[config.mk]
export PLATFORM = sky130hd
export DESIGN_NAME = battery_level_estimator_flat
export DESIGN_NICKNAME = d
export VERILOG_FILES = /design/src/hw/rtl/ble_pkg.sv /design/src/hw/rtl/ble_if.sv /design/src/hw/rtl/ble_scale.sv /design/src/hw/rtl/ble_smooth.sv /design/src/hw/rtl/ble_percent.sv /design/src/hw/rtl/battery_level_estimator.sv /design/src/flat_wrapper.sv
export SDC_FILE = /design/constraint.sdc
export NUM_CORES = 1
export LEC_CHECK = 0
export BUFFER_PORTS_ARGS = -buffer_cell sky130_fd_sc_hd__buf_4
export CAP_MARGIN = 20
export CELL_PAD_IN_SITES_DETAIL_PLACEMENT = 1
export CELL_PAD_IN_SITES_GLOBAL_PLACEMENT = 2
export CORE_MARGIN = 3
export CORE_UTILIZATION = 40
export CTS_BUF_LIST = sky130_fd_sc_hd__clkbuf_8
export CTS_CLUSTER_DIAMETER = 200
export DETAILED_ROUTE_END_ITERATION = 8
export GPL_TIMING_DRIVEN = 0
export PLACE_DENSITY = 0.85
export SYNTH_ARGS = -nofsm -noshare
export SYNTH_HDL_FRONTEND = slang
export SYNTH_SLANG_ARGS = --single-unit
[constraint.sdc]
create_clock -name clk -period 6.6 [get_ports clk]
set_input_delay 0 -clock clk [delete_from_list [all_inputs] [get_ports clk]]
set_output_delay 0 -clock clk [all_outputs]
set_load 0.03 [all_outputs]
[src/hw/rtl/ble_pkg.sv]
`timescale 1ns / 1ps

package ble_pkg;

	// field and format widths
	localparam int FRAC_BITS  = 16;
	localparam int VOLT_W     = 13;
	localparam int FIX_W      = VOLT_W + FRAC_BITS;
	localparam int PCT_W      = 7;
	localparam int ALPHA_W    = 16;
	localparam int CFG_DATA_W = 16;
	localparam int CFG_IDX_W  = 1;

	localparam int ADC_WIDTH_DEF = 12;

	// register indexes
	localparam logic [CFG_IDX_W-1:0] REG_FULL_SCALE   = 1'b0;
	localparam logic [CFG_IDX_W-1:0] REG_SMOOTH_ALPHA = 1'b1;

	// register reset values
	localparam logic [VOLT_W-1:0]  FULL_SCALE_RST = 13'd6600;
	localparam logic [ALPHA_W-1:0] ALPHA_RST      = 16'd6554;

	// charge curve breakpoints
	localparam int TABLE_POINTS = 6;
	localparam int SEG_W        = $clog2(TABLE_POINTS);
	localparam logic [SEG_W-1:0] FIRST_SEG = SEG_W'(1);
	localparam logic [SEG_W-1:0] LAST_SEG  = SEG_W'(TABLE_POINTS - 1);

	typedef struct packed {
		logic             done;
		logic [FIX_W-1:0] value;
	} fix_res_t;

	typedef struct packed {
		logic             done;
		logic [PCT_W-1:0] pct;
	} pct_res_t;

	typedef struct packed {
		logic scale;
		logic smooth;
		logic pct;
	} unit_start_t;

	// breakpoint voltage in millivolts
	function automatic logic [VOLT_W-1:0] lvl_mv(input logic [SEG_W-1:0] idx);
		logic [VOLT_W-1:0] mv;
		case (idx)
			3'd0:    mv = 13'd3100;
			3'd1:    mv = 13'd3550;
			3'd2:    mv = 13'd3650;
			3'd3:    mv = 13'd3800;
			3'd4:    mv = 13'd3950;
			3'd5:    mv = 13'd4150;
			default: mv = 13'd4150;
		endcase
		return mv;
	endfunction

	// breakpoint charge in percent
	function automatic logic [PCT_W-1:0] lvl_pct(input logic [SEG_W-1:0] idx);
		logic [PCT_W-1:0] p;
		case (idx)
			3'd0:    p = 7'd0;
			3'd1:    p = 7'd20;
			3'd2:    p = 7'd40;
			3'd3:    p = 7'd60;
			3'd4:    p = 7'd80;
			3'd5:    p = 7'd100;
			default: p = 7'd100;
		endcase
		return p;
	endfunction

	// breakpoint voltage with fraction bits
	function automatic logic [FIX_W-1:0] lvl_fix(input logic [SEG_W-1:0] idx);
		return {lvl_mv(idx), {FRAC_BITS{1'b0}}};
	endfunction

endpackage

[src/hw/rtl/ble_if.sv]
`timescale 1ns / 1ps

// sample channel
interface ble_in_if import ble_pkg::*; #(
	parameter int ADC_WIDTH = ADC_WIDTH_DEF
) ();
	logic                 valid;
	logic                 ready;
	logic [ADC_WIDTH-1:0] adc_sample;

	modport source (output valid, output adc_sample, input ready);
	modport sink (input valid, input adc_sample, output ready);
endinterface

// result channel
interface ble_out_if import ble_pkg::*; ();
	logic              valid;
	logic              ready;
	logic [VOLT_W-1:0] voltage_mv;
	logic [PCT_W-1:0]  charge_percent;

	modport source (output valid, output voltage_mv, output charge_percent, input ready);
	modport sink (input valid, input voltage_mv, input charge_percent, output ready);
endinterface

[src/hw/rtl/ble_scale.sv]
`timescale 1ns / 1ps

module ble_scale import ble_pkg::*; #(
	parameter int ADC_WIDTH = ADC_WIDTH_DEF
) (
	input  logic                 clk,
	input  logic                 arst_n,
	input  logic                 start,
	input  logic [ADC_WIDTH-1:0] sample,
	input  logic [VOLT_W-1:0]    full_scale,
	output fix_res_t             res
);

	localparam int PROD_W = ADC_WIDTH + VOLT_W;
	localparam int CNT_W  = $clog2(ADC_WIDTH + 1);

	logic [ADC_WIDTH-1:0] smp_q;
	logic [VOLT_W-1:0]    fs_q;
	logic [PROD_W-1:0]    acc_q;
	logic [CNT_W-1:0]     cnt_q;
	logic                 busy_q;
	logic                 done_q;

	// control: step counter and done pulse
	always_ff @(posedge clk or negedge arst_n) begin
		if (!arst_n) begin
			busy_q <= 1'b0;
			done_q <= 1'b0;
			cnt_q  <= '0;
		end else begin
			done_q <= 1'b0;
			if (start) begin
				busy_q <= 1'b1;
				cnt_q  <= CNT_W'(ADC_WIDTH);
			end else if (busy_q) begin
				cnt_q <= cnt_q - CNT_W'(1);
				if (cnt_q == CNT_W'(1)) begin
					busy_q <= 1'b0;
					done_q <= 1'b1;
				end
			end
		end
	end

	// shift-add multiply, one sample bit per cycle, msb first
	always_ff @(posedge clk) begin
		if (start) begin
			smp_q <= sample;
			fs_q  <= full_scale;
			acc_q <= '0;
		end else if (busy_q) begin
			acc_q <= (acc_q << 1) + (smp_q[ADC_WIDTH-1] ? PROD_W'(fs_q) : PROD_W'(0));
			smp_q <= smp_q << 1;
		end
	end

	assign res.done  = done_q;
	assign res.value = FIX_W'(acc_q) << (FRAC_BITS - ADC_WIDTH);

endmodule

[src/hw/rtl/ble_smooth.sv]
`timescale 1ns / 1ps

module ble_smooth import ble_pkg::*; (
	input  logic               clk,
	input  logic               arst_n,
	input  logic               start,
	input  logic [FIX_W-1:0]   sample_fix,
	input  logic [ALPHA_W-1:0] alpha,
	output fix_res_t           res
);

	localparam int CNT_W = $clog2(ALPHA_W + 1);

	logic [FIX_W-1:0]   filt_q;
	logic               loaded_q;
	logic [FIX_W-1:0]   d_q;
	logic [FIX_W-1:0]   acc_q;
	logic [ALPHA_W-1:0] a_q;
	logic               up_q;
	logic               sticky_q;
	logic [CNT_W-1:0]   cnt_q;
	logic               busy_q;
	logic               apply_q;
	logic               done_q;
	logic [FIX_W:0]     sum;

	// one alpha bit per step, lsb first, product shifted right as it builds
	assign sum = {1'b0, acc_q} + ({(FIX_W + 1){a_q[0]}} & {1'b0, d_q});

	// filter state and step control
	always_ff @(posedge clk or negedge arst_n) begin
		if (!arst_n) begin
			filt_q   <= '0;
			loaded_q <= 1'b0;
			busy_q   <= 1'b0;
			apply_q  <= 1'b0;
			done_q   <= 1'b0;
			cnt_q    <= '0;
		end else begin
			done_q  <= 1'b0;
			apply_q <= 1'b0;
			if (start) begin
				if (!loaded_q) begin
					filt_q   <= sample_fix;
					loaded_q <= 1'b1;
					done_q   <= 1'b1;
				end else begin
					busy_q <= 1'b1;
					cnt_q  <= CNT_W'(ALPHA_W);
				end
			end else if (busy_q) begin
				cnt_q <= cnt_q - CNT_W'(1);
				if (cnt_q == CNT_W'(1)) begin
					busy_q  <= 1'b0;
					apply_q <= 1'b1;
				end
			end else if (apply_q) begin
				// rising: floor of the step, falling: ceiling of the step
				if (up_q) begin
					filt_q <= filt_q + acc_q;
				end else begin
					filt_q <= filt_q - acc_q - FIX_W'(sticky_q);
				end
				done_q <= 1'b1;
			end
		end
	end

	// difference and serial product
	always_ff @(posedge clk) begin
		if (start) begin
			up_q     <= (sample_fix >= filt_q);
			d_q      <= (sample_fix >= filt_q) ? sample_fix - filt_q : filt_q - sample_fix;
			a_q      <= alpha;
			acc_q    <= '0;
			sticky_q <= 1'b0;
		end else if (busy_q) begin
			acc_q    <= sum[FIX_W:1];
			sticky_q <= sticky_q | sum[0];
			a_q      <= a_q >> 1;
		end
	end

	assign res.done  = done_q;
	assign res.value = filt_q;

endmodule

[src/hw/rtl/ble_percent.sv]
`timescale 1ns / 1ps

module ble_percent import ble_pkg::*; (
	input  logic             clk,
	input  logic             arst_n,
	input  logic             start,
	input  logic [FIX_W-1:0] volt_fix,
	output pct_res_t         res
);

	localparam int NUM_W = FIX_W + PCT_W;
	localparam int DEN_W = FIX_W + PCT_W - 1;
	localparam int CNT_W = $clog2(PCT_W + 1);

	typedef enum logic [1:0] {
		P_IDLE,
		P_SCAN,
		P_MUL,
		P_DIV
	} pstate_t;

	pstate_t           state_q;
	logic [FIX_W-1:0]  v_q;
	logic [SEG_W-1:0]  seg_q;
	logic [FIX_W-1:0]  off_q;
	logic [PCT_W-1:0]  dp_q;
	logic [PCT_W-1:0]  base_q;
	logic [VOLT_W-1:0] span_q;
	logic [NUM_W-1:0]  num_q;
	logic [DEN_W-1:0]  den_q;
	logic [PCT_W-1:0]  q_q;
	logic [CNT_W-1:0]  cnt_q;
	logic [PCT_W-1:0]  pct_q;
	logic              done_q;
	logic [VOLT_W-1:0] span;
	logic              ge;
	logic [PCT_W-1:0]  q_next;

	assign span   = lvl_mv(seg_q) - lvl_mv(seg_q - SEG_W'(1));
	assign ge     = (num_q >= NUM_W'(den_q));
	assign q_next = {q_q[PCT_W-2:0], ge};

	// clamp, segment scan, multiply, then restoring divide one quotient bit per cycle
	always_ff @(posedge clk or negedge arst_n) begin
		if (!arst_n) begin
			state_q <= P_IDLE;
			done_q  <= 1'b0;
			pct_q   <= '0;
			seg_q   <= FIRST_SEG;
			cnt_q   <= '0;
		end else begin
			done_q <= 1'b0;
			case (state_q)
				P_IDLE: begin
					if (start) begin
						v_q   <= volt_fix;
						seg_q <= FIRST_SEG;
						if (volt_fix <= lvl_fix('0)) begin
							pct_q  <= lvl_pct('0);
							done_q <= 1'b1;
						end else if (volt_fix >= lvl_fix(LAST_SEG)) begin
							pct_q  <= lvl_pct(LAST_SEG);
							done_q <= 1'b1;
						end else begin
							state_q <= P_SCAN;
						end
					end
				end
				P_SCAN: begin
					if (v_q <= lvl_fix(seg_q)) begin
						if (span == '0) begin
							pct_q   <= lvl_pct(seg_q);
							done_q  <= 1'b1;
							state_q <= P_IDLE;
						end else begin
							off_q   <= v_q - lvl_fix(seg_q - SEG_W'(1));
							dp_q    <= lvl_pct(seg_q) - lvl_pct(seg_q - SEG_W'(1));
							base_q  <= lvl_pct(seg_q - SEG_W'(1));
							span_q  <= span;
							state_q <= P_MUL;
						end
					end else begin
						seg_q <= seg_q + SEG_W'(1);
					end
				end
				P_MUL: begin
					num_q   <= NUM_W'(off_q) * NUM_W'(dp_q);
					den_q   <= DEN_W'({span_q, {FRAC_BITS{1'b0}}}) << (PCT_W - 1);
					q_q     <= '0;
					cnt_q   <= CNT_W'(PCT_W);
					state_q <= P_DIV;
				end
				P_DIV: begin
					if (ge) begin
						num_q <= num_q - NUM_W'(den_q);
					end
					den_q <= den_q >> 1;
					q_q   <= q_next;
					cnt_q <= cnt_q - CNT_W'(1);
					if (cnt_q == CNT_W'(1)) begin
						pct_q   <= base_q + q_next;
						done_q  <= 1'b1;
						state_q <= P_IDLE;
					end
				end
				default: begin
					state_q <= P_IDLE;
				end
			endcase
		end
	end

	assign res.done = done_q;
	assign res.pct  = pct_q;

endmodule

[src/hw/rtl/battery_level_estimator.sv]
`timescale 1ns / 1ps

// Battery level estimator.
// Samples arrive on sample_ch as raw converter readings; each accepted word
// yields exactly one word on result_ch: the smoothed voltage in whole
// millivolts and a charge estimate of 0 to 100 percent from a fixed curve.
// The scale and the filter weight are written on the cfg port (index 0 full
// scale millivolts, index 1 alpha in Q0.16); the user must write them only
// while no sample is in flight, which the block itself does not enforce.
// One sample is processed at a time. From acceptance to the result register
// a sample passes ADC_WIDTH steps of the bit-serial scaling multiply, 16
// steps of the bit-serial alpha multiply plus an update step, a breakpoint
// scan over up to five segments, a multiply step and a 7-step restoring
// divide. The first sample only loads the filter and clamped voltages skip
// the divide.
// Reset restores both registers and empties the filter; the next sample
// loads it. A new sample is taken while the previous result still waits in
// the output register; if the receiver stalls, a finished result is held
// until that register frees up.
module battery_level_estimator import ble_pkg::*; #(
	parameter int ADC_WIDTH = ADC_WIDTH_DEF
) (
	input  logic                  clk,
	input  logic                  arst_n,
	input  logic                  cfg_we,
	input  logic [CFG_IDX_W-1:0]  cfg_index,
	input  logic [CFG_DATA_W-1:0] cfg_data,
	ble_in_if.sink                sample_ch,
	ble_out_if.source             result_ch
);

	typedef enum logic [2:0] {
		T_IDLE,
		T_SCALE,
		T_SMOOTH,
		T_PCT,
		T_HOLD
	} tstate_t;

	tstate_t            state_q;
	logic [VOLT_W-1:0]  full_scale_q;
	logic [ALPHA_W-1:0] alpha_q;
	logic               out_valid_q;
	logic [VOLT_W-1:0]  volt_q;
	logic [PCT_W-1:0]   pct_q;
	unit_start_t        starts;
	fix_res_t           scale_res;
	fix_res_t           smooth_res;
	pct_res_t           pct_res;
	logic               accept;
	logic               load;

	assign sample_ch.ready = (state_q == T_IDLE);
	assign accept          = sample_ch.valid && sample_ch.ready;

	assign starts.scale  = accept;
	assign starts.smooth = (state_q == T_SCALE) && scale_res.done;
	assign starts.pct    = (state_q == T_SMOOTH) && smooth_res.done;

	// result goes out once the output register is free
	assign load = (((state_q == T_PCT) && pct_res.done) || (state_q == T_HOLD))
		&& (!out_valid_q || result_ch.ready);

	// configuration registers
	always_ff @(posedge clk or negedge arst_n) begin
		if (!arst_n) begin
			full_scale_q <= FULL_SCALE_RST;
			alpha_q      <= ALPHA_RST;
		end else if (cfg_we) begin
			case (cfg_index)
				REG_FULL_SCALE:   full_scale_q <= cfg_data[VOLT_W-1:0];
				REG_SMOOTH_ALPHA: alpha_q      <= cfg_data[ALPHA_W-1:0];
				default:          ;
			endcase
		end
	end

	// sequencer and output register
	always_ff @(posedge clk or negedge arst_n) begin
		if (!arst_n) begin
			state_q     <= T_IDLE;
			out_valid_q <= 1'b0;
		end else begin
			if (out_valid_q && result_ch.ready) begin
				out_valid_q <= 1'b0;
			end
			case (state_q)
				T_IDLE:   if (accept) state_q <= T_SCALE;
				T_SCALE:  if (scale_res.done) state_q <= T_SMOOTH;
				T_SMOOTH: if (smooth_res.done) state_q <= T_PCT;
				T_PCT: begin
					if (pct_res.done) begin
						state_q <= load ? T_IDLE : T_HOLD;
					end
				end
				T_HOLD:   if (load) state_q <= T_IDLE;
				default:  state_q <= T_IDLE;
			endcase
			if (load) begin
				out_valid_q <= 1'b1;
			end
		end
	end

	// result payload
	always_ff @(posedge clk) begin
		if (load) begin
			volt_q <= smooth_res.value[FIX_W-1:FRAC_BITS];
			pct_q  <= pct_res.pct;
		end
	end

	assign result_ch.valid          = out_valid_q;
	assign result_ch.voltage_mv     = volt_q;
	assign result_ch.charge_percent = pct_q;

	ble_scale #(
		.ADC_WIDTH (ADC_WIDTH)
	) u_scale (
		.clk        (clk),
		.arst_n     (arst_n),
		.start      (starts.scale),
		.sample     (sample_ch.adc_sample),
		.full_scale (full_scale_q),
		.res        (scale_res)
	);

	ble_smooth u_smooth (
		.clk        (clk),
		.arst_n     (arst_n),
		.start      (starts.smooth),
		.sample_fix (scale_res.value),
		.alpha      (alpha_q),
		.res        (smooth_res)
	);

	ble_percent u_percent (
		.clk      (clk),
		.arst_n   (arst_n),
		.start    (starts.pct),
		.volt_fix (smooth_res.value),
		.res      (pct_res)
	);

`ifndef NO_ASSERTIONS
	// never more than one unit started in a cycle
	a_one_start: assert property (@(posedge clk) disable iff (!arst_n)
		$onehot0(starts))
		else $error("two units started together");

	// the scale and percent units finish only while the sequencer waits on them
	a_scale_done: assert property (@(posedge clk) disable iff (!arst_n)
		scale_res.done |-> (state_q == T_SCALE))
		else $error("scale done outside its phase");

	a_pct_done: assert property (@(posedge clk) disable iff (!arst_n)
		pct_res.done |-> (state_q == T_PCT))
		else $error("percent done outside its phase");

	// a result load never overwrites a word still waiting
	a_no_overwrite: assert property (@(posedge clk) disable iff (!arst_n)
		load |-> (!out_valid_q || result_ch.ready))
		else $error("output word overwritten");

	// after a load the sequencer is back to taking samples
	a_load_idle: assert property (@(posedge clk) disable iff (!arst_n)
		load |=> (state_q == T_IDLE) && out_valid_q)
		else $error("sequencer not idle after result load");
`endif

endmodule

[src/flat_wrapper.sv]
// flat-port wrapper written by rule: the top's interface ports become plain ports
module battery_level_estimator_flat import ble_pkg::*;
#(
	parameter int ADC_WIDTH = ADC_WIDTH_DEF
)
  (clk, arst_n, cfg_we, cfg_index, cfg_data, sample_ch_valid, sample_ch_adc_sample, sample_ch_ready, result_ch_valid, result_ch_voltage_mv, result_ch_charge_percent, result_ch_ready);
  ble_in_if #(.ADC_WIDTH(ADC_WIDTH)) sample_ch_i ();
  ble_out_if result_ch_i ();
  input  logic clk;
  input  logic arst_n;
  input  logic cfg_we;
  input  logic [CFG_IDX_W-1:0] cfg_index;
  input  logic [CFG_DATA_W-1:0] cfg_data;
  input wire logic [$bits(sample_ch_i.valid)-1:0] sample_ch_valid;
  input wire logic [$bits(sample_ch_i.adc_sample)-1:0] sample_ch_adc_sample;
  output wire logic [$bits(sample_ch_i.ready)-1:0] sample_ch_ready;
  output wire logic [$bits(result_ch_i.valid)-1:0] result_ch_valid;
  output wire logic [$bits(result_ch_i.voltage_mv)-1:0] result_ch_voltage_mv;
  output wire logic [$bits(result_ch_i.charge_percent)-1:0] result_ch_charge_percent;
  input wire logic [$bits(result_ch_i.ready)-1:0] result_ch_ready;
  assign sample_ch_i.valid = sample_ch_valid;
  assign sample_ch_i.adc_sample = sample_ch_adc_sample;
  assign sample_ch_ready = sample_ch_i.ready;
  assign result_ch_valid = result_ch_i.valid;
  assign result_ch_voltage_mv = result_ch_i.voltage_mv;
  assign result_ch_charge_percent = result_ch_i.charge_percent;
  assign result_ch_i.ready = result_ch_ready;
  battery_level_estimator #(.ADC_WIDTH(ADC_WIDTH)) u_core (.clk(clk), .arst_n(arst_n), .cfg_we(cfg_we), .cfg_index(cfg_index), .cfg_data(cfg_data), .sample_ch(sample_ch_i), .result_ch(result_ch_i));
endmodule
==> reports/results.ini <==
[status]
status=completed

[clock_network]
cts_setup_buffers=0
htree_levels=3
clock_sinks=394
clk_path_buf_depth=3
cts_root_buf=clkbuf_8
numCtsBuffers=76
clk_pin_slew_ns=0.06
insertion_delay_ns=0.70
tritoncts=done

[logic_synthesis]
netlist-cell-type-count=89
async_flop_share_pct=23.6
syn_area_mm2=0.0308
yosysMostFrequentCell=ha_1
yosysTopAreaCellShare_pct=23.9
synth.area.top_cells=edfxtp_1 24%, ha_1 15%, dfrtp_1 6.4%
ys_warn_count=0
synthCells=3315
syn-mean-instance-area_um2=9.31
syn_nets=3794
synthTopCellsByCount=381 x ha_1, 278 x inv_1, 271 x nand2_1, 264 x a21oi_1, 246 x edfxtp_1
ys_ff_latch=394
seq_area_frac_synth_pct=35.1
synth_edf_count=246
yosys.area.top_type=edfxtp_1
ys.flop_type=edfxtp_1

[global_route]
grt_pass1_wl_um=156000
grt_util_all_layers_pct=24.5
globalRoute.totalOverflow=0
antenna_found_initial=3
grt_pass1_vias=26900
grt_max_degree=61

[setup_path]
cp_max_fo=10
reg2reg_to=u_core.u_percent.num_q[34]$_DFFE_PP_
slowest_delay_ns=0.52
worst_setup_path_start_kind=flop
crit_family=adder cells
crit_slowest_cell=fa_1
r2r_start=u_core.u_percent.dp_q[6]$_DFFE_PP_
path_buf_inv=4
r2r_cells=21
required_ns=7.05
path_cells=clkbuf_1, clkbuf_2, and2_1, ha_1, inv_1, fa_1, inv_1, fa_1, ha_1, ha_1, fa_1, a211oi_1, nor2_1, o22ai_1, a21oi_1, a31oi_1, o21ai_0, a311oi_1, nor3_1, a21o_1, a221o_1
r2r_slack_ns=0.52
crit_type=flop to flop
cp.depth=21
critPathCaptureType=flop
cp.arrival_ns=6.53

[floorplanning]
start_util_pct=40.5
rows=101
fp.dieW_um=284
core_area_mm2=0.0762
io_pins=56
die_area_mm2=0.0805
die_h_um=284

[hold_path]
min_to=u_core.alpha_q[13]$_DFFE_PN0P_
hp-class=primary input to flop
hold_depth=3
min_from=cfg_data[13]

[detailed_routing]
antenna_left=0
wl_per_cell_um=21.7
via_per_inst=5.57
remaining_drc_errors=0
routed_wl_um=99600
dr.pass1.iters=5
drt-initial-drc-count=1571
vias=25600

[run]
max_cap_viol_count=0

[sta]
rsz0062_at_grt=no
setup_viol=0
hold_violations=0
finalSetupTns_ns=0
fmax_mhz=165
post-route-period-util_pct=92.1
slew_headroom_pct=26.4
drv_slew=0
skew_ns=0.0725
fin_ws_ns=0.521
min_period_ns=6.08
max_slew.worst_pin.slew_ns=1.10

[cells_and_area]
drive_above_1_share_pct=7.47
syn2layout_area_growth_pct=12.7
fill_cells=8888
nNetsFinal=3976
final_cell_count_no_fill=4591

[place]
io_buffers=55
post-place-cells=4410
hpwl_um=77400
place_ws_ns=0.362
gp_congestion=0.933

## cells in the final DEF (no fill, tap or decap), types with 17 or more instances in the layout
| cell type | n |
|---|---|
| a211oi_1 | 37 |
| a21o_1 | 89 |
| a21oi_1 | 263 |
| a31oi_1 | 29 |
| and2_1 | 138 |
| and3_1 | 21 |
| buf_4 | 55 |
| clkbuf_1 | 101 |
| clkbuf_8 | 86 |
| dfrtp_1 | 79 |
| dfxtp_1 | 55 |
| dlygate4sd3_1 | 37 |
| edfxtp_1 | 246 |
| fa_1 | 64 |
| ha_1 | 381 |
| inv_1 | 301 |
| mux2_2 | 39 |
| mux2i_1 | 39 |
| nand2_1 | 271 |
| nand2b_1 | 33 |
| nand3_1 | 52 |
| nand4_1 | 31 |
| nor2_1 | 236 |
| nor2b_1 | 42 |
| nor3_1 | 52 |
| nor4_1 | 25 |
| o211ai_1 | 32 |
| o21a_1 | 29 |
| o21ai_0 | 201 |
| o21bai_1 | 35 |
| o31ai_1 | 21 |
| or3_1 | 17 |
| xnor2_1 | 115 |
| xor2_1 | 56 |
## metrics by stage
step	hold slack (ns)	area (µm²)	util [%]
4_1_cts	0.0300	34700	45.6
5_1_grt	0.0672	34800	45.6
6_report	0.0829	34800	45.6
3_3_place_gp	0.233	32500	42.7
2_1_floorplan	-0.296	30800	-
3_5_place_dp	-0.191	32700	43.0
## flip-flops by register name (all words and copies together), names as in the netlist, 4 cells and up, named ones only
register and cells:
u_core.u_percent.base_q 5, u_core.u_percent.den_q 35, u_core.result_ch.voltage_mv 13, u_core.u_percent.num_q 36
u_core.full_scale_q 13, u_core.u_percent.off_q 29, u_core.result_ch.charge_percent 7, u_core.u_smooth.acc_q 29
u_core.u_percent.v_q 29, u_core.u_scale.smp_q 12, u_core.u_smooth.a_q 16, u_core.u_smooth.filt_q 29
u_core.u_percent.pct_q 7, u_core.u_percent.q_q 6, u_core.u_smooth.d_q 29, u_core.u_scale.acc_q 25
u_core.u_smooth.cnt_q 5, u_core.u_scale.fs_q 13, u_core.u_percent.span_q 12, u_core.u_scale.cnt_q 4
u_core.alpha_q 16
## worst reg2reg max path: stages, from the launching register on
cell      delay [ns]
edfxtp_1        0.38
clkbuf_1        0.26
clkbuf_2        0.28
and2_1          0.18
ha_1            0.27
inv_1           0.05
fa_1            0.52
inv_1           0.06
fa_1            0.48
ha_1            0.32
ha_1            0.24
fa_1            0.43
a211oi_1        0.24
nor2_1          0.12
o22ai_1         0.21
a21oi_1         0.16
a31oi_1         0.33
o21ai_0         0.26
a311oi_1        0.43
nor3_1          0.18
a21o_1          0.20
a221o_1         0.31
## cell type report
cell class	instances	area (µm²)	share of cell area, %
Multi-Input combinational cell	2524	18500	53.3
Sequential cell	394	10800	31.2
Tap cell	1030	1290	3.71
Clock buffer	86	1180	3.40
Inverter	284	1070	3.07
Timing Repair Buffer	104	981	2.82
Clock inverter	55	442	1.27
Buffer	113	438	1.26
Antenna cell	1	2.50	0.00720
## repair_timing
action,CTS,global route
hold endpoints to repair,154,0
setup endpoints to repair,0,1
gates resized for setup,0,2
hold buffers,37,0
## layer usage
layer	global-route usage [%]	part of all wire, %
met5	0	0
met4	8.84	3.8
met3	3.00	3.9
met2	41.7	47
met1	32.1	45
## how the worst max path moves through the flow
| stage | startpoint | endpoint |
|---|---|---|
| after global placement | u_core.u_percent.den_q[28]$_DFFE_PP_ | u_core.u_percent.num_q[4]$_DFFE_PP_ |
| after floorplan | u_core.u_percent.dp_q[6]$_DFFE_PP_ | u_core.u_percent.num_q[34]$_DFFE_PP_ |
| after detailed placement | u_core.u_percent.dp_q[6]$_DFFE_PP_ | u_core.u_percent.num_q[34]$_DFFE_PP_ |
| after CTS | u_core.u_percent.dp_q[6]$_DFFE_PP_ | u_core.u_percent.num_q[34]$_DFFE_PP_ |
| after global routing | u_core.u_percent.dp_q[6]$_DFFE_PP_ | u_core.u_percent.num_q[34]$_DFFE_PP_ |
| final | u_core.u_percent.dp_q[6]$_DFFE_PP_ | u_core.u_percent.num_q[34]$_DFFE_PP_ |
## cells by family after synthesis
logic type | count (synthesis) | synth area share [%]
compound gates | 859 | 17.4
xor+xnor | 171 | 4.86
fa+ha+maj | 445 | 19.6
buf+inv | 397 | 4.87
flops | 394 | 35.1
mux | 78 | 2.69
other cells | 1 | 0.0122
simple gates | 970 | 15.4
Power is not shown: default switching activity piles up to over one toggle a cycle in this logic, so the estimate is an artifact.
